## src/rtl/dlts_pkg.sv

```systemverilog
// Shared types and constants for the display line timing status block.
package dlts_pkg;

  localparam int HDRAW_CYCLES  = 1006;
  localparam int HBLANK_CYCLES = 226;
  localparam int VISIBLE_LINES = 160;
  localparam int TOTAL_LINES   = 228;

  localparam logic [7:0] VisibleLine = 8'(VISIBLE_LINES);
  localparam logic [7:0] VblankEndLine = 8'(TOTAL_LINES - 1);
  localparam logic [7:0] WrapLine = 8'(TOTAL_LINES);

  localparam logic [31:0] CountdownReset = 32'(HDRAW_CYCLES);
  localparam logic [31:0] ReloadHblankEnd = 32'(HDRAW_CYCLES);
  localparam logic [31:0] ReloadHblankStart = 32'(HBLANK_CYCLES);
  localparam logic [31:0] ReloadFirstEvent = 32'(HBLANK_CYCLES - HDRAW_CYCLES);

  localparam logic [15:0] StWritableMask = 16'hFFF8;
  localparam logic [15:0] StLiveMask = 16'h0007;

  localparam int unsigned StVblank = 0;
  localparam int unsigned StHblank = 1;
  localparam int unsigned StMatch = 2;
  localparam int unsigned StVblankIe = 3;
  localparam int unsigned StHblankIe = 4;
  localparam int unsigned StMatchIe = 5;

  typedef struct packed {
    logic        wr;
    logic [15:0] arg;
  } cmd_t;

  typedef struct packed {
    logic [7:0]         line_number;
    logic               in_vblank;
    logic               in_hblank;
    logic               line_match;
    logic               hblank_irq;
    logic               vblank_irq;
    logic               irq_line_match;
    logic               hblank_dma_go;
    logic               vblank_dma_go;
    logic               draw_line;
    logic               frame_done;
    logic signed [17:0] cycles_to_event;
  } res_t;

endpackage

```

## src/rtl/dlts_queue.sv

```systemverilog
// Two-entry first-in first-out queue for commands and results.
module dlts_queue #(
  parameter int unsigned Width = 1
) (
  input  logic             clk_i,
  input  logic             rst_ni,
  input  logic             push_i,
  input  logic [Width-1:0] data_i,
  input  logic             pop_i,
  output logic [Width-1:0] data_o,
  output logic             full_o,
  output logic             empty_o
);

  logic [Width-1:0] mem_q [2];
  logic             wr_ptr_q, wr_ptr_d;
  logic             rd_ptr_q, rd_ptr_d;
  logic [1:0]       count_q, count_d;
  logic             do_push, do_pop;

  assign full_o  = (count_q == 2'd2);
  assign empty_o = (count_q == 2'd0);
  assign do_push = push_i & ~full_o;
  assign do_pop  = pop_i & ~empty_o;
  assign data_o  = mem_q[rd_ptr_q];

  always_comb begin
    wr_ptr_d = wr_ptr_q ^ do_push;
    rd_ptr_d = rd_ptr_q ^ do_pop;
    count_d  = count_q + 2'(do_push) - 2'(do_pop);
  end

  always_ff @(posedge clk_i or negedge rst_ni) begin
    if (!rst_ni) begin
      wr_ptr_q <= 1'b0;
      rd_ptr_q <= 1'b0;
      count_q  <= 2'd0;
    end else begin
      wr_ptr_q <= wr_ptr_d;
      rd_ptr_q <= rd_ptr_d;
      count_q  <= count_d;
    end
  end

  always_ff @(posedge clk_i) begin
    if (do_push) begin
      mem_q[wr_ptr_q] <= data_i;
    end
  end

endmodule

```

## src/rtl/dlts_front.sv

```systemverilog
// Front end: decodes incoming transactions into commands and queues them.
module dlts_front (
  input  logic          clk_i,
  input  logic          rst_ni,
  input  logic          push,
  output logic          full,
  input  logic          opcode_i,
  input  logic [15:0]   cycles_i,
  input  logic [15:0]   write_value_i,
  input  logic          cmd_pop_i,
  output dlts_pkg::cmd_t cmd_o,
  output logic          cmd_valid_o
);
  import dlts_pkg::*;

  cmd_t cmd_in;
  logic cmd_empty;

  // keep only the operand the operation uses
  always_comb begin
    cmd_in.wr  = opcode_i;
    cmd_in.arg = opcode_i ? (write_value_i & StWritableMask) : cycles_i;
  end

  dlts_queue #(
    .Width($bits(cmd_t))
  ) u_cmd_queue (
    .clk_i  (clk_i),
    .rst_ni (rst_ni),
    .push_i (push),
    .data_i (cmd_in),
    .pop_i  (cmd_pop_i),
    .data_o (cmd_o),
    .full_o (full),
    .empty_o(cmd_empty)
  );

  assign cmd_valid_o = ~cmd_empty;

endmodule

```

## src/rtl/dlts_back.sv

```systemverilog
// Back end: timing countdown, line counter, status word and result queue.
module dlts_back (
  input  logic           clk_i,
  input  logic           rst_ni,
  input  dlts_pkg::cmd_t cmd_i,
  input  logic           cmd_valid_i,
  output logic           cmd_pop_o,
  input  logic           pop,
  output logic           empty,
  output dlts_pkg::res_t res_o
);
  import dlts_pkg::*;

  logic [15:0] st_q, st_d;
  logic [7:0]  line_q, line_d;
  logic [31:0] cd_q, cd_d;
  logic        init_q, init_d;
  logic [31:0] reload;
  logic [31:0] cd_step, cd_evt;
  logic [7:0]  line_inc;
  logic        evt;
  logic        take;
  logic        res_full;
  res_t        res;

  function automatic logic signed [17:0] sat18(logic [31:0] v);
    if (!v[31] && (v[30:17] != '0)) begin
      return 18'sh1FFFF;
    end else if (v[31] && (v[30:17] != '1)) begin
      return 18'sh20000;
    end else begin
      return v[17:0];
    end
  endfunction

  assign take      = cmd_valid_i & ~res_full;
  assign cmd_pop_o = take;

  always_comb begin
    if (st_q[StHblank]) begin
      reload = ReloadHblankEnd;
    end else if (init_q) begin
      reload = ReloadFirstEvent;
    end else begin
      reload = ReloadHblankStart;
    end
    cd_step  = cd_q - 32'(cmd_i.arg);
    cd_evt   = cd_q + reload - 32'(cmd_i.arg);
    evt      = cd_step[31] | (cd_step == '0);
    line_inc = line_q + 8'd1;

    st_d   = st_q;
    line_d = line_q;
    cd_d   = cd_q;
    init_d = init_q;
    res    = '0;

    if (take) begin
      if (cmd_i.wr) begin
        st_d = (st_q & StLiveMask) | (cmd_i.arg & StWritableMask);
      end else if (!evt) begin
        cd_d = cd_step;
      end else begin
        cd_d   = cd_evt;
        init_d = 1'b0;
        if (st_q[StHblank]) begin
          st_d[StHblank] = 1'b0;
          line_d = line_inc;
          if (line_inc == VisibleLine) begin
            st_d[StVblank]    = 1'b1;
            res.frame_done    = 1'b1;
            res.vblank_dma_go = 1'b1;
            res.vblank_irq    = st_q[StVblankIe];
          end else if (line_inc == VblankEndLine) begin
            st_d[StVblank] = 1'b0;
          end else if (line_inc == WrapLine) begin
            line_d = '0;
          end
          if (line_d == st_q[15:8]) begin
            st_d[StMatch]      = 1'b1;
            res.irq_line_match = st_q[StMatchIe];
          end else begin
            st_d[StMatch] = 1'b0;
          end
        end else begin
          st_d[StHblank] = 1'b1;
          if (line_q < VisibleLine) begin
            res.draw_line     = 1'b1;
            res.hblank_dma_go = 1'b1;
          end
          res.hblank_irq = st_q[StHblankIe];
        end
      end
    end

    res.line_number     = line_d;
    res.in_vblank       = st_d[StVblank];
    res.in_hblank       = st_d[StHblank];
    res.line_match      = st_d[StMatch];
    res.cycles_to_event = sat18(cd_d);
  end

  always_ff @(posedge clk_i or negedge rst_ni) begin
    if (!rst_ni) begin
      st_q   <= '0;
      line_q <= '0;
      cd_q   <= CountdownReset;
      init_q <= 1'b1;
    end else begin
      st_q   <= st_d;
      line_q <= line_d;
      cd_q   <= cd_d;
      init_q <= init_d;
    end
  end

  dlts_queue #(
    .Width($bits(res_t))
  ) u_res_queue (
    .clk_i  (clk_i),
    .rst_ni (rst_ni),
    .push_i (take),
    .data_i (res),
    .pop_i  (pop),
    .data_o (res_o),
    .full_o (res_full),
    .empty_o(empty)
  );

endmodule

```

## src/rtl/display_line_timing_status.sv

```systemverilog
// Scanline timing generator with status register for a handheld LCD.
// Each transaction either advances time by a cycle count or writes the status
// register, and yields exactly one result transaction. The block takes one
// transaction per cycle on each side while no queue holds it back (a full
// command queue refuses pushes, a full result queue stalls the core). A
// two-entry command queue feeds the timing core, which computes countdown,
// line counter and status word combinationally per transaction, and a
// two-entry result queue decouples it from the consumer. A result passes
// the command queue, then the result queue, and holds there until popped.
module display_line_timing_status (
  input  logic               clk_i,
  input  logic               rst_ni,
  input  logic               push,
  output logic               full,
  input  logic               opcode_i,
  input  logic [15:0]        cycles_i,
  input  logic [15:0]        write_value_i,
  output logic               empty,
  input  logic               pop,
  output logic [7:0]         line_number_o,
  output logic               in_vblank_o,
  output logic               in_hblank_o,
  output logic               line_match_o,
  output logic               hblank_irq_o,
  output logic               vblank_irq_o,
  output logic               irq_line_match_o,
  output logic               hblank_dma_go_o,
  output logic               vblank_dma_go_o,
  output logic               draw_line_o,
  output logic               frame_done_o,
  output logic signed [17:0] cycles_to_event_o
);
  import dlts_pkg::*;

  cmd_t cmd;
  logic cmd_valid;
  logic cmd_pop;
  res_t res;

  dlts_front u_front (
    .clk_i        (clk_i),
    .rst_ni       (rst_ni),
    .push         (push),
    .full         (full),
    .opcode_i     (opcode_i),
    .cycles_i     (cycles_i),
    .write_value_i(write_value_i),
    .cmd_pop_i    (cmd_pop),
    .cmd_o        (cmd),
    .cmd_valid_o  (cmd_valid)
  );

  dlts_back u_back (
    .clk_i      (clk_i),
    .rst_ni     (rst_ni),
    .cmd_i      (cmd),
    .cmd_valid_i(cmd_valid),
    .cmd_pop_o  (cmd_pop),
    .pop        (pop),
    .empty      (empty),
    .res_o      (res)
  );

  assign line_number_o     = res.line_number;
  assign in_vblank_o       = res.in_vblank;
  assign in_hblank_o       = res.in_hblank;
  assign line_match_o      = res.line_match;
  assign hblank_irq_o      = res.hblank_irq;
  assign vblank_irq_o      = res.vblank_irq;
  assign irq_line_match_o  = res.irq_line_match;
  assign hblank_dma_go_o   = res.hblank_dma_go;
  assign vblank_dma_go_o   = res.vblank_dma_go;
  assign draw_line_o       = res.draw_line;
  assign frame_done_o      = res.frame_done;
  assign cycles_to_event_o = res.cycles_to_event;

endmodule

```

## config.mk

```make
export PLATFORM = sky130hd
export DESIGN_NAME = display_line_timing_status
export DESIGN_NICKNAME = d
export VERILOG_FILES = /design/src/rtl/dlts_pkg.sv /design/src/rtl/dlts_queue.sv /design/src/rtl/dlts_front.sv /design/src/rtl/dlts_back.sv /design/src/rtl/display_line_timing_status.sv
export SDC_FILE = /design/constraint.sdc
export NUM_CORES = 1
export LEC_CHECK = 0
export ABC_AREA = 1
export BUFFER_PORTS_ARGS = -buffer_cell sky130_fd_sc_hd__buf_4
export CAP_MARGIN = 15
export CORE_MARGIN = 8
export CORE_UTILIZATION = 62
export DETAILED_ROUTE_END_ITERATION = 8
export MAX_ROUTING_LAYER = met4
export PLACE_DENSITY = 0.92
export SYNTH_ARGS = -nofsm -noshare
export SYNTH_HDL_FRONTEND = slang
export SYNTH_HIERARCHICAL = 1
export SYNTH_SLANG_ARGS = --single-unit
```

## constraint.sdc

```tcl
create_clock -name clk_i -period 6.2 [get_ports clk_i]
set_input_delay 0.93 -clock clk_i [delete_from_list [all_inputs] [get_ports clk_i]]
set_output_delay 0.93 -clock clk_i [all_outputs]
set_load 0.02 [all_outputs]
```

* Yosys cells after proc, flatten, opt, wreduce, memory -nomap -nowiden
Memory sizes are Yosys's and may differ from the RTL's. Index checks and enable logic that the tools add are counted.
Storage, ports and cells: register bits after elaboration 65, bits in writable memories 106, input port bits 37, output and inout port bits 38, word-level logic and storage cells 97, memories 2
Cells by class: add/subtract/negate cells 8, order comparisons 1, equal/unequal tests 7, multiplexer cells 43, bitwise operators 16, reductions and logical operators 9
Memory list:
- u_back.u_res_queue.mem_q | words 2, width 36, rd ports 1, clocked after memory_dff 0, wr ports 1, line dlts_queue.sv:15 | logic [Width-1:0] mem_q [2];
- u_front.u_cmd_queue.mem_q | words 2, width 17, rd ports 1, clocked after memory_dff 0, wr ports 1, line dlts_queue.sv:15
Operators by type and width (number):
- 32-bit two-way mux | 5
- 8-bit two-way mux | 11
- 32-bit by 16-bit subtractor with 32-bit output | 2
- 18-bit two-way mux | 2
- 32-bit adder | 1
- 32-bit logical NOT | 1
- 8-bit == test (second input constant) | 3
- 7-bit two-way mux | 3
- 1-bit two-way mux | 17
- 16-bit two-way mux | 1
- 3-bit by 16-bit bitwise OR with 16-bit output | 1
- 14-bit != test (second input constant) | 1
- 14-bit nonzero test | 1
- 3-bit two-way mux | 3
- 8-bit by 1-bit adder with 8-bit output (second input constant) | 1
- 8-bit == test | 1
- 8-bit less-than comparator (second input constant) | 1
- 1-bit bitwise AND | 5
- 1-bit NOT | 5
- 2-bit by 1-bit adder with 2-bit output | 2
- 2-bit == test (second input constant) | 2
- 2-bit logical NOT | 2
- 2-bit by 1-bit subtractor with 2-bit output | 2
- 1-bit XOR | 4
- other kinds (6) | 7

* Longest topological paths before layout
Gate-level depths: netlist (run 1).
depth in word-level cells 15, mapped depth 35, gate-level depth less buffers 31

* By module
The synthesis (run 1) kept the hierarchy.
Modules (own cells, without submodules):
- dlts_back | instances 1, cells each 1188, area an instance 7400.8 µm², seq. area each 1387.6 µm²
- dlts_queue at u_back.u_res_queue | instances 1, cells each 219, area an instance 2879.0 µm², seq. area each 2262.2 µm²
- dlts_queue at u_front.u_cmd_queue | instances 1, cells each 120, area an instance 1510.2 µm², seq. area each 1121.1 µm²
- dlts_front | instances 1, cells each 50, area an instance 236.5 µm², seq. area each 0.0 µm²

* Worst setup path before layout (run 1)
Ideal clock, no wire load.
path type register to register, start point register u_back.st_q[1], end point memory u_back/u_res_queue/mem_q[0][10] (netlist bit), data pin, library setup time 0.256 ns, arrival time 4.191 ns, data required time 5.944 ns, path slack 1.753 ns, stages on the path, launching flop included 30, path buffers 1, clock period less this slack 4.447 ns, cell sequence dfrtp_1 > inv_1 > nand2_1 > fa_1 > ha_1 > inv_1 > fa_1 > inv_1 > nand3_1 > nand2_1 > a21oi_1 > o21ai_1 > nand2_1 > nand2_1 > nand2_1 > nand2_1 > nand3_1 > nand3_1 > nand2_1 > inv_1 > nand2_1 > nand3_1 > nand2_2 > nor2_1 > nand2_1 > nor2_1 > nand2_1 > nand2_4 > buf_6 > nand2_1
RTL lines:
- start: declaration | line dlts_back.sv:14 | logic [15:0] st_q, st_d;
- start signal: assignment | line dlts_back.sv:110 | st_q <= st_d;
- end: declaration | line dlts_queue.sv:15

==> results of run 1 <==
## cells in the mapped netlist (all sizes together), types with 3 or more instances
cell type  count  area share [%]
o21a           4            0.25
o211ai         3            0.19
clkbuf         8            0.25
buf           22             1.8
o21ai         76             3.3
inv          253             8.0
dfrtp         54              11
nand4         18            0.94
nor2         125             4.2
xnor2          8            0.58
a21oi         64             2.8
nand3         82             3.7
xor2          32             2.5
or2            3            0.16
o22ai          7            0.36
nand3b         7            0.50
edfxtp       106              26
fa            14             2.3
ha            75             7.8
dfstp          9             2.0
nand2        580              19
nor3          14            0.76
## cell type report
type | count | share of cell area (%)
sequential | 169 | 35.81
clock inverter | 15 | 1.578
timing repair buffer | 77 | 4.338
tap | 265 | 2.489
inverter | 253 | 7.240
clock buffer | 17 | 3.193
multi-input combinational | 1125 | 45.36
## per-layer routing
metal | GRT usage (%) | routed length [µm] | vias to the layer above
li1 | - | - | 5142
met1 | 37.32 | 14150 | 4778
met2 | 41.73 | 14070 | 428
met3 | 4.216 | 2592 | 40
met4 | 7.394 | 543 | 0
met5 | - | 0 | -
## worst max-delay path, cell delays in order (launching register included)
cell,delay [ps]
dfrtp_1,660
inv_8,260
nand2_1,80
nand2_1,110
ha_1,150
inv_1,60
fa_1,460
nand2_1,100
nand2_1,100
nand3_1,110
nand2_1,130
nand2_1,90
nand2_1,80
nor2_1,110
nand3_1,160
nor2_1,120
nand3_1,130
nor2_2,180
nand2_4,170
nand2_8,260
inv_2,170
nor2_2,240
inv_2,150
nor2_4,180
inv_1,240
o21ai_0,460
## worst paths after layout
kind	cells past startpoint	end	start	slack, ps
min	2	u_back/st_q[4]$_DFFE_PN0P_	u_back/st_q[4]$_DFFE_PN0P_	490
max	25	u_back/u_res_queue/mem_q[1][30]$_DFFE_PP_	u_front/u_cmd_queue/rd_ptr_q$_DFF_PN0_	960
max in group asynchronous	1	u_back/cd_q[28]$_DFF_PN0_	rst_ni	5040
max reg2reg	25	u_back/u_res_queue/mem_q[1][30]$_DFFE_PP_	u_front/u_cmd_queue/rd_ptr_q$_DFF_PN0_	960
min in group asynchronous	1	u_front/u_cmd_queue/wr_ptr_q$_DFF_PN0_	rst_ni	580
min reg2reg	2	u_back/st_q[4]$_DFFE_PN0P_	u_back/st_q[4]$_DFFE_PN0P_	490
## state kept, by name, summed over array words and instances (netlist names)
signal / flops
u_back/line_q: 8
u_back/u_res_queue/count_q: 2
u_front/u_cmd_queue/wr_ptr_q: 1
u_back/u_res_queue/wr_ptr_q: 1
u_back/u_res_queue/mem_q: 72
u_back/init_q: 1
u_front/u_cmd_queue/rd_ptr_q: 1
u_front/u_cmd_queue/count_q: 2
u_front/u_cmd_queue/mem_q: 34
u_back/cd_q: 32
u_back/u_res_queue/rd_ptr_q: 1
u_back/st_q: 14
## placed cells by master, fill, tap and decap left out, types with 5 or more instances in the layout
cell type	count
fa_1	14
edfxtp_1	106
inv_12	5
nand4_1	18
nand3b_1	5
xnor2_1	8
clkinv_8	5
buf_4	77
nand2_2	26
nand3_1	76
o22ai_1	7
inv_2	16
xor2_1	30
ha_1	75
nor3_1	11
nand2_4	5
clkbuf_16	17
nand2_1	548
a21oi_1	60
dfstp_2	9
o21ai_0	69
inv_1	234
nor2_1	114
dfrtp_1	54
nand3_2	6
nor2_2	8
## cell families after synthesis
family | count (synthesis) | synth area share [%]
xor gates and xnor gates | 40 | 3.132
and+or+nand+nor | 833 | 29.56
buffers and inverters | 283 | 10.10
adders and majority gates | 89 | 10.13
DFF | 169 | 39.67
AOI/OAI and AO/OA | 163 | 7.407
## metrics by stage
| step | setup slack, ps | utilization [%] | instances | area [µm²] |
|---|---|---|---|---|
| 5_1_grt | 577.6 | 69.14 | 1921 | 13320 |
| 2_1_floorplan | 1753 | - | 1577 | 12030 |
| 6_report | 957.9 | 69.14 | 1921 | 13320 |
| 3_5_place_dp | 1114 | 65.84 | 1889 | 12690 |
| 3_3_place_gp | 1253 | 65.84 | 1889 | 12690 |
| 4_1_cts | 1069 | 69.14 | 1921 | 13320 |
==> flow_metrics.py, run 1 <==
metrics = {
    "cts": {
        "hold_buffers": 0,
        "clkTransAtPathRegs_ps": 80,
        "clkLatencyLatePin_ps": 440,
        "cts-htree-levels": 4,
        "cts_sinks": 169,
        "cts_tree": "built",
        "cts_buffers": 17,
        "postCtsSetupRepairBufs": 0,
        "cts_resized": 0,
        "clk_path_buf_depth": 2,
        "clockRootBuffer": "clkbuf_16",
    },
    "status": {
        "status": "finished, final reports clean",
    },
    "finish": {
        "nNetsFinal": 1769,
        "drive_gt1_share_pct": 12.26,
        "areaGrowthSynthToFinish_pct": 10.79,
        "num_antenna_cells": 0,
        "seq_area_mm2": 0.004771,
        "multi_input_area_mm2": 0.006043,
        "fillers": 1577,
    },
    "routing": {
        "vias_per_cell": 5.408,
        "drc_errors": 0,
        "routedWlPerCell_um": 16.32,
        "drt_iter0_markers": 977,
        "dr.pass1.iters": 5,
        "antenna_left": 0,
        "wl_mm": 31.36,
        "num_vias": 10388,
    },
    "floorplanning": {
        "core_area_mm2": 0.01927,
        "start_util_pct": 62.41,
        "dieHeight_um": 155.3,
        "dieArea_mm2": 0.02411,
        "die_w_um": 155.3,
        "io_pins": 75,
        "rows": 51,
    },
    "placed_design": {
        "place.port_buffers": 71,
        "place_congestion": 0.9557,
        "hpwl_mm": 24.29,
    },
    "logic_synthesis": {
        "async_reset_ff_share_pct": 37.28,
        "synth_warnings": 6,
        "synth_edf_count": 106,
        "synth_cells": 1577,
        "synthFlopType": "edfxtp_1",
        "syn_nets": 1703,
        "syn_area_per_cell_um2": 7.626,
        "ys_ff_latch": 169,
        "netlist_area_mm2": 0.01203,
        "synth.yosys.seq_area_share_pct": 39.67,
        "ys_types": 55,
    },
    "sta": {
        "worstMarginPinSlew_ps": 856.8,
        "fin_tns_setup_ps": 0,
        "finalHoldViolCount": 0,
        "fin_crit_sh_pct": 84.55,
        "slew_headroom_pct": 42.88,
        "rsz0062_at_grt": "false",
        "fmaxAchievable_mhz": 190.8,
        "whs_ps": 487.1,
        "drv_slew": 0,
        "skew_ps": 15.26,
        "setup_viol": 0,
        "min_period_ps": 5242,
    },
    "setup_path": {
        "crit_fanout": 37,
        "startpoint_type": "register",
        "arrival_ps": 5430,
        "criticalPathCategory": "reg -> reg",
        "crit_required_ps": 6390,
        "cp-end-kind": "register",
    },
    "grt": {
        "grt_pass1_wl_mm": 50.56,
        "antenna_found_initial": 0,
        "grt_max_degree": 64,
        "grtUsageTotal_pct": 27.26,
        "grt-ovfl-total": 0,
        "grt_pass1_vias": 9998,
    },
    "hold_path": {
        "hp-class": "reg -> reg",
    },
    "flow_run": {
        "maxCapViolCount": 0,
    },
}
Power of run 1 is left out: the tool's default activity adds up to more than one toggle a clock period on the data nets, which glitch-free logic cannot reach.
==> run 2: changes to the inputs <==
- CORE_UTILIZATION: 62 -> 56
- PLACE_DENSITY: 0.92 -> 0.88
- clock period: 6.2 -> 4.3 ns (I/O delays scaled with it)
==> run 2 against run 1 <==
Net effect: the run now ends with negative setup slack left; setup slack got worse by 1100 ps; sequential cell count unchanged; routed wire length increased by 14%; maximum frequency rose by 19%; hold slack got worse by 180 ps; first-iteration DRC count rose by 15%; sequential share of layout area shrank 3.7 points; final cell count increased by 6.2%; design area up 11%; largest cell class unchanged.
==> flow_metrics.py, run 2 (synthesis results as in run 1) <==
metrics = {
    "placed_design": {
        "place_congestion": 0.9435,
        "placed_cells": 1972,
        "hpwl_mm": 25.47,
        "place.port_buffers": 71,
        "dpl_cell_area_mm2": 0.01326,
    },
    "floorplanning": {
        "dieHeight_um": 162.5,
        "dieArea_mm2": 0.02642,
        "rows": 53,
        "die_w_um": 162.5,
        "start_util_pct": 57.21,
        "core_area_mm2": 0.02102,
        "io_pins": 75,
    },
    "finish": {
        "drive_gt1_share_pct": 25.21,
        "num_antenna_cells": 0,
        "areaGrowthSynthToFinish_pct": 23.47,
        "utilization_pct": 70.64,
        "top_register": "u_back/u_res_queue/mem_q",
        "layout_common_cells": "495 x nand2_1, 225 x inv_1, 173 x buf_4, 106 x edfxtp_1, 97 x nor2_1",
        "reg_top3": "u_back/u_res_queue/mem_q: 72 flops, u_front/u_cmd_queue/mem_q: 34 flops, u_back/cd_q: 32 flops",
        "stdcell_count": 2040,
        "fillers": 1586,
        "largest_reg_flops": 72,
        "nNetsFinal": 1878,
        "final_common_cell": "nand2_1",
        "finalInstanceArea_mm2": 0.01485,
    },
    "grt": {
        "grt-ovfl-total": 0,
        "grt_max_degree": 64,
        "grt_pass1_wl_mm": 53.49,
        "grt_pass1_vias": 10508,
        "grtUsageTotal_pct": 26.31,
        "antenna_found_initial": 0,
    },
    "setup_path": {
        "crit_fanout": 8,
        "cp-end-kind": "register",
        "crit_required_ps": 4490,
        "criticalPathCategory": "reg -> reg",
        "startpoint_type": "register",
        "arrival_ps": 4600,
    },
    "sta": {
        "worstMarginPinSlew_ps": 861.0,
        "fin_ws_ps": -107.7,
        "finalHoldViolCount": 0,
        "fmaxAchievable_mhz": 226.9,
        "fin_crit_sh_pct": 102.5,
        "whs_ps": 307.7,
        "rsz0062_at_grt": "true",
        "slew_headroom_pct": 42.60,
        "min_period_ps": 4408,
        "skew_ps": 14.28,
        "setup_viol": 34,
        "drv_slew": 0,
    },
    "routing": {
        "vias_per_cell": 5.553,
        "routedWlPerCell_um": 17.55,
        "antenna_left": 0,
        "dr.pass1.iters": 8,
        "num_vias": 11329,
        "drc_errors": 0,
        "wl_mm": 35.80,
        "drt_iter0_markers": 1126,
    },
    "cts": {
        "clk_path_buf_depth": 2,
        "clockRootBuffer": "clkbuf_16",
        "clkTransAtPathRegs_ps": 80,
        "cts_tree": "built",
        "clkLatencyLatePin_ps": 440,
        "cts_buffers": 17,
        "cts_sinks": 169,
        "cts-htree-levels": 4,
    },
    "hold_path": {
        "hp-class": "in -> async",
    },
    "flow_run": {
        "maxCapViolCount": 0,
    },
    "status": {
        "status": "complete, but fails checks",
        "failed_checks": "negative setup slack",
    },
}
-- run 2: critical path, stage by stage (launching register included) --
cell and delay, ps:
dfrtp_2 490, inv_8 120, nand2_4 50, nand2_2 70, inv_2 50, fa_1 470
ha_2 210, inv_2 80, fa_2 200, inv_2 50, buf_4 120, buf_4 120
buf_4 120, buf_4 120, buf_4 130, buf_4 120, buf_4 130, buf_4 120
buf_4 120, buf_4 120, buf_4 120, buf_4 120, buf_4 130, or2_2 310
a31oi_2 220, a21oi_2 100, nand2_1 90, nand2_1 60
-- run 2: layout make-up --
cell class / count / area [µm²] / area share (%)
Clock inverter: 15 / 205.2 / 1.382
Inverter: 253 / 968.4 / 6.522
Tap cell: 275 / 344.1 / 2.317
Timing Repair inverter: 1 / 7.507 / 0.05056
Timing Repair Buffer: 180 / 1420 / 9.564
Sequential cell: 169 / 4772 / 32.14
Multi-Input combinational cell: 1130 / 6706 / 45.16
Clock buffer: 17 / 425.4 / 2.865
-- run 2: metal layers --
layer / share of wire (%) / routed length (µm) / global-route usage (%) / vias up
met3: 7.4 / 2640 / 4.146 / 74
li1: - / - / - / 5364
met1: 43 / 15430 / 34.96 / 5383
met2: 47 / 16760 / 41.70 / 508
met4: 2.7 / 967 / 6.297 / 0
met5: 0 / 0 / - / -
-- run 2: per-stage QoR --
stage / TNS (ps) / worst slack, ps
after floorplan: 0 / 130.4
after global placement: -7.569 / -3.785
after detailed placement: -5888 / -208.3
after CTS: -15.35 / -4.784
after global routing: -9601 / -277.5
final: -1452 / -107.7
-- run 2: path summary, 6_finish.rpt --
path	start	end	slack (ps)	depth (start not counted)
setup reg to reg	u_front/u_cmd_queue/rd_ptr_q$_DFF_PN0_	u_back/u_res_queue/mem_q[1][3]$_DFFE_PP_	-110	27
setup / recovery	u_front/u_cmd_queue/rd_ptr_q$_DFF_PN0_	u_back/u_res_queue/mem_q[1][3]$_DFFE_PP_	-110	27
hold reg to reg	u_back/init_q$_DFFE_PN1P_	u_back/init_q$_DFFE_PN1P_	500	2
min in group clk_i	pop	u_back/u_res_queue/rd_ptr_q$_DFF_PN0_	440	3
max in group asynchronous	rst_ni	u_front/u_cmd_queue/rd_ptr_q$_DFF_PN0_	3400	1
hold / removal	rst_ni	u_front/u_cmd_queue/wr_ptr_q$_DFF_PN0_	310	1
-- run 2: what timing repair did --
action,in CTS,in global routing
cloned,4,2
pin swaps,13,46
setup endpoints to repair,44,72
resized for setup,36,137
hold buffers,0,0
buffers inserted,15,15
Power of run 2 is left out for the same reason.
